<file path="src/assert_macros.svh">
// Assertion macros shared by the RTL.
`ifndef ASSERT_MACROS_SVH
`define ASSERT_MACROS_SVH
`ifndef ASSERT_OFF
`define ASSERT_ALWAYS(label, clk, rst, prop) \
  label: assert property (@(posedge clk) disable iff (rst) (prop)) \
    else $error("assertion failed");
`define ASSERT_NEVER(label, clk, rst, expr) \
  label: assert property (@(posedge clk) disable iff (rst) !(expr)) \
    else $error("assertion failed");
`else
`define ASSERT_ALWAYS(label, clk, rst, prop)
`define ASSERT_NEVER(label, clk, rst, expr)
`endif
`endif

</file>
<file path="src/pbd_pkg.sv">
`default_nettype none
package pbd_pkg;
  localparam int FRAC_BITS   = 16;
  localparam int IDX_W       = 16;
  localparam int POS_W       = 32;
  localparam int MASS_W      = 32;
  localparam int REST_W      = 31;
  localparam int STIFF_W     = 17;
  localparam int STAT_W      = 2;
  localparam int LEN_W       = POS_W + 1;
  localparam int SUM_W       = 2 * LEN_W;
  localparam int QUO_W       = FRAC_BITS + 1;
  localparam int SQRT_STAGES = LEN_W;
  localparam int DIV_STAGES  = QUO_W;
  localparam int CPROD_W     = STIFF_W + LEN_W;
  localparam int C_W         = CPROD_W - FRAC_BITS;
  localparam int E_W         = C_W;
  localparam int EPROD_W     = C_W + QUO_W;
  localparam int NEW_W       = E_W + 2;

  localparam logic [STAT_W-1:0] ST_APPLIED  = 2'd0;
  localparam logic [STAT_W-1:0] ST_FIXED    = 2'd1;
  localparam logic [STAT_W-1:0] ST_ZERO_LEN = 2'd2;
endpackage
`default_nettype wire

</file>
<file path="src/pbd_div_pipe.sv">
`default_nettype none
// quo = (num << FRAC_BITS) / den, valid for num <= den
module pbd_div_pipe (
  input  logic                        clk,
  input  logic                        en,
  input  logic [pbd_pkg::LEN_W-1:0]   num,
  input  logic [pbd_pkg::LEN_W-1:0]   den,
  output logic [pbd_pkg::QUO_W-1:0]   quo
);
  logic [pbd_pkg::LEN_W-1:0] rem_q [pbd_pkg::DIV_STAGES];
  logic [pbd_pkg::LEN_W-1:0] den_q [pbd_pkg::DIV_STAGES];
  logic [pbd_pkg::QUO_W-1:0] quo_q [pbd_pkg::DIV_STAGES];

  for (genvar j = 0; j < pbd_pkg::DIV_STAGES; j++) begin : g_stage
    localparam int B = pbd_pkg::DIV_STAGES - 1 - j;
    logic [pbd_pkg::LEN_W:0]   cand;
    logic [pbd_pkg::LEN_W-1:0] den_c;
    logic [pbd_pkg::QUO_W-1:0] quo_c;
    logic [pbd_pkg::LEN_W:0]   sub;

    if (j == 0) begin : g_first
      assign cand  = {1'b0, num};
      assign den_c = den;
      assign quo_c = '0;
    end else begin : g_next
      assign cand  = {rem_q[j-1], 1'b0};
      assign den_c = den_q[j-1];
      assign quo_c = quo_q[j-1];
    end

    assign sub = cand - {1'b0, den_c};

    always_ff @(posedge clk) begin
      if (en) begin
        den_q[j] <= den_c;
        if (cand >= {1'b0, den_c}) begin
          rem_q[j] <= sub[pbd_pkg::LEN_W-1:0];
          quo_q[j] <= quo_c | (pbd_pkg::QUO_W'(1) << B);
        end else begin
          rem_q[j] <= cand[pbd_pkg::LEN_W-1:0];
          quo_q[j] <= quo_c;
        end
      end
    end
  end

  assign quo = quo_q[pbd_pkg::DIV_STAGES-1];
endmodule
`default_nettype wire
</file>
<file path="config.mk">
export PLATFORM = sky130hd
export DESIGN_NAME = pbd_div_pipe
export DESIGN_NICKNAME = d
export VERILOG_FILES = /design/src/assert_macros.svh /design/src/pbd_pkg.sv /design/src/pbd_div_pipe.sv
export SDC_FILE = /design/constraint.sdc
export NUM_CORES = 2
export LEC_CHECK = 0
export BUFFER_PORTS_ARGS = -buffer_cell sky130_fd_sc_hd__buf_2
export CORE_UTILIZATION = 38
export DETAILED_ROUTE_END_ITERATION = 16
export PLACE_DENSITY = 0.57
export SYNTH_ARGS = -nofsm -noshare
export SYNTH_HDL_FRONTEND = slang
export SYNTH_SLANG_ARGS = --single-unit
export TNS_END_PERCENT = 50
</file>
<file path="constraint.sdc">
create_clock -name clk -period 6.5 [get_ports clk]
set_input_delay 0.65 -clock clk [delete_from_list [all_inputs] [get_ports clk]]
set_output_delay 0.65 -clock clk [all_outputs]
set_load 0.01 [all_outputs]
</file>
**Word-level counts from Yosys, hierarchy flattened**

Memories as Yosys holds them, arrays and structs flattened.
Index checks and enable logic that the tools add are counted.

- Memory bits (writable): 1411
- Latch bits: 0
- Bits of input ports: 68
- Word-level logic and storage cells: 209
- Memories: 3
- Output and inout bits: 17
- Bits in read-only memories: 0
- Flip-flop bits (word level): 0

Memory list:

| name | depth | bits a word | rd ports | clocked after Yosys merged registers in | wr ports | RTL line | text |
|---|---|---|---|---|---|---|---|
| den_q | 17 | 33 | 16 | 0 | 17 | pbd_div_pipe.sv:11 | `logic [pbd_pkg::LEN_W-1:0] den_q [pbd_pkg::DIV_STAGES];` |
| rem_q | 17 | 33 | 16 | 0 | 17 | pbd_div_pipe.sv:10 | `logic [pbd_pkg::LEN_W-1:0] rem_q [pbd_pkg::DIV_STAGES];` |
| quo_q | 17 | 17 | 17 | 0 | 17 | pbd_div_pipe.sv:12 | `logic [pbd_pkg::QUO_W-1:0] quo_q [pbd_pkg::DIV_STAGES];` |

- Reductions and logical operators: 0
- Multipliers: 0
- $add $sub $neg: 17
- Magnitude comparators: 17
- Eq/ne operators: 0
- Shifts and indexed selects: 0
- Bitwise operators: 34
- Muxes and demuxes: 138
- Div/mod/pow operators: 0

Operator list:

| kind | number |
|---|---|
| $mux 33 | 17 |
| $sub 33x33->33 | 17 |
| $ge 34x33->1 | 16 |
| $mux 17 | 17 |
| $mux 1 | 104 |
| $or 1x1->1 | 34 |
| $ge 33x33->1 | 1 |

**Logic depth before layout (Yosys ltp)**

An unclocked memory read counts as a cell.

- Depth in word-level cells: 6
- Mapped depth: 16
- Depth with buffers taken out: 14

**Least setup slack after synthesis**

OpenSTA, ideal clock, no wires.

- Path type: reg2reg
- Start: memory den_q[0][264] (netlist bit)
- End: memory rem_q[9][19] (netlist bit) (data pin)
- Clock period less this slack: 3.557 ns
- Buffers on the path: 1
- Data arrival time: 3.297 ns
- Library setup time: 0.260 ns
- Stages on the path, launching flop included: 12
- Data required time: 6.240 ns
- Setup slack: 2.943 ns
- Cell sequence: edfxtp_1 fa_1 nand2b_1 a21boi_0 o21ai_1 a211oi_2 nor4b_2 a2111oi_4 nor3_1 o41ai_4 buf_4 mux2_2

RTL lines:

| what | RTL line |
|---|---|
| start: declaration | pbd_div_pipe.sv:11 |
| end: declaration | pbd_div_pipe.sv:10 |

==> results.md <==
* Critical path class: flop to flop
* Core box area at 188000 um^2
* HPWL after DPL at 126000 um
* Number of nets in the layout at 7503
* Unrepaired setup endpoints after global routing: no
* Die Area at 191000 um^2
* Clk buf depth at 3
* Most Crowded Layer GR: met2
* Reg2Reg Depth at 12
* VDD IR max at 0.216 mV
* Cell count after synthesis at 6736
* Hold-fix buffers, CTS at 21
* Switch Pwr at 14.2 mW
* Share of post-route cells with drive strength above 1 at 7.75%
* Slowest CP cell: a41oi_4
* IO Count at 85
* P_int at 23.9 mW
* Slew Limit Fails at 0
* Worst-Margin Slew at 1100 ps
* DR vias at 49100
* Main synth FF type: edfxtp_1
* Detail Route Antenna Nets at 0
* CP dominant cell by count: a21oi_1
* Synth cell types at 84
* Met2 Use GR at 34.1%
* First-pass GRT wire length at 260000 um
* Startpoint types: flop
* Total GRT Usage at 16.9%
* Syn nets at 7380
* TritonRoute pass-1 iters at 11
* DRC viols at 2
* GR Util met3 at 2.46%
* Failing checks: DRC
* Slew margin rel. at 25.9%
* Initial Utilization at 38.3%
* Die Y at 437 um
* Synthesized area per cell at 10.7 um^2
* Setup ws final at 1890 ps
* Largest net degree at the start of global routing at 158
* Vias per inst at 5.19
* Fmax at 217 MHz
* Initial antenna violation count at 0
* Final core occ at 42.8%
* FFs w/ async S/R, synth at 0%
* Synth Warn # at 0
* PnR Total Power at 38.1 mW
* Hold Crit Class: input pin to flop
* Seq/Total Area, Yosys at 50.5%
* PD cells at 474 nW/um^2
* Status: finished, violations left
* Fin Hold WS at 83.1 ps
* Synth Register Bits at 1209
* Sw frac at 37.3%
* Origin of the critical flop-to-flop path: rem_q[2][3]$_DFFE_PP_
* Min-delay src: den[10]
* TritonCTS clock tree: done
* LEAKAGE at 33.2 nW
* Die width at 437 um
* Post-synth EDFFs at 1209
* Combinational fraction of design power at 45.3%
* Worst Clk Skew at 36.4 ps
* Slowest cell delay on critical path at 890 ps
* Max cap viols at 0
* CTS resizes at 0
* Critical Path End Type: flop
* Data required, critical path at 7020 ps
* DRT iter0 DRCs at 2309
* Clock buffer count from CTS at 148
* Crit path max fanout at 28
* Placer Congestion at 0.921
* Area grow syn2layout at 11.8%
* Pre-CTS setup slack at 1840 ps
* Final period utilization at 71.0%
* Grt total ovfl at 0
* Synthesized area at 71900 um^2
* Inserted Diodes at 0
* Met1 global-route usage at 15.7%
* WL/cell at 17.3 um
* Crit path cell chain: ha_1 > a21oi_1 > nor3b_1 > a21oi_1 > o211ai_1 > a21oi_1 > nor3_1 > nor2_1 > a31o_2 > a41oi_4 > buf_4 > mux2_2
* Clk_lat worst skew at 800 ps
* IO Port Bufs at 84
* Clock Tree Root: clkbuf_16
* Clock network fraction of total power at 21.6%
* CTS sink cnt at 1209
* Clock transition at path regs at 50 ps
* Drt total wl at 163000 um
* Arrival @ worst endpoint at 5130 ps
* Setup TNS at 0 ps
* Hold Vio Cnt, Final at 0
* H-tree Lvls at 4
* Crit path time final at 4610 ps
* Post-CTS Setup Inserts at 0
* Cell Rows at 159
* Vias in the first global route at 50700
* Crit. Startpoint: rem_q[2][3]$_DFFE_PP_
* Setup Viol. Count Final at 0
* Sequential Power Share at 33.2%
* Hold path depth at 1
==> final cells by class <==
class,instances,area (um^2)
timing repair buffer,150,1050
inverter,729,2740
clock buffer,183,3880
sequential,1209,36300
fill,17700,107000
tap,2495,3120
clock inverter,85,987
multi-input combinational,4621,32200
==> path summary, 6_finish.rpt <==
path / endpoint / slack [ps]
min reg2reg: quo_q[9][12]$_DFFE_PP_ / 410
max: rem_q[3][27]$_DFFE_PP_ / 1890
min: den_q[0][10]$_DFFE_PP_ / 80
max reg2reg: rem_q[3][27]$_DFFE_PP_ / 1890
==> routing by layer <==
layer  wire length, um  share of wire, %  up-vias
met5                 0                 0        -
met4              9980               6.1        0
met3              4390               2.7      478
met2             90400                55      845
met1             58600                36    23000
li1                  -                 -    24800
==> placed cells by master, fill, tap and decap left out, types with 36 or more instances in the layout <==
master	instances
edfxtp_1	1209
inv_1	727
a21oi_1	572
ha_1	560
nand2_1	503
o21ai_0	462
nor2_1	419
a21o_1	321
xnor2_1	247
xor2_1	176
clkbuf_16	150
mux2_2	138
nand3_1	121
buf_2	83
nand4_1	79
nand2b_1	77
nor3_1	70
nor2b_1	68
and3_1	68
o21a_1	67
o21bai_1	62
a31oi_1	58
o31ai_1	56
a211oi_1	41
buf_4	40
and2_1	36
==> worst max-delay path, delay by kind of cell, from the launching register on <==
kind | cells | cell delay (ps)
buffers and inverters | 1 | 310
AOI/OAI and AO/OA | 6 | 1940
muxes | 1 | 350
DFF | 1 | 390
and+or+nand+nor | 3 | 990
adders and majority gates | 1 | 370
==> Yosys cell counts, types with 122 or more instances <==
cell type	number	area [um^2]
nor2_1	422	1580
ha_1	560	7010
xor2_1	176	1540
nand2_1	503	1890
mux2_2	138	1550
edfxtp_1	1209	36300
a21o_1	322	2420
inv_1	727	2730
a21oi_1	574	2870
o21ai_0	462	2310
clkbuf_1	147	552
xnor2_1	247	2160
nand3_1	122	611
==> registers in the layout, summed over array words and instances, names as in the netlist <==
register	cells
den_q	528
quo_q	153
rem_q	528
==> power groups by stage <==
stage               sequential [mW]  clock, mW  combinational [mW]
CTS                            12.6       8.51                17.3
global route                   12.9       8.75                19.2
floorplan                      12.4          0                13.3
finish                         12.6       8.22                17.3
global placement               12.8          0                16.9
detailed placement             12.8          0                17.1
==> kinds of logic after synthesis <==
| logic type | Yosys count | synth area share (%) |
|---|---|---|
| AOI/OAI and AO/OA | 1885 | 16.5 |
| and+or+nand+nor | 1569 | 10.3 |
| DFF | 1209 | 50.5 |
| buffers and inverters | 906 | 4.79 |
| adders and majority gates | 576 | 10.2 |
| xor gates and xnor gates | 423 | 5.16 |
| muxes | 168 | 2.59 |
==> metrics by stage <==
step                      area [um^2]  cells
final                           80300   9472
after global routing            80300   9472
after CTS                       80300   9472
after detailed placement        75200   9183
after global placement          75200   9183
after floorplan                 71900   6736
(Power assumes the default switching activity.)
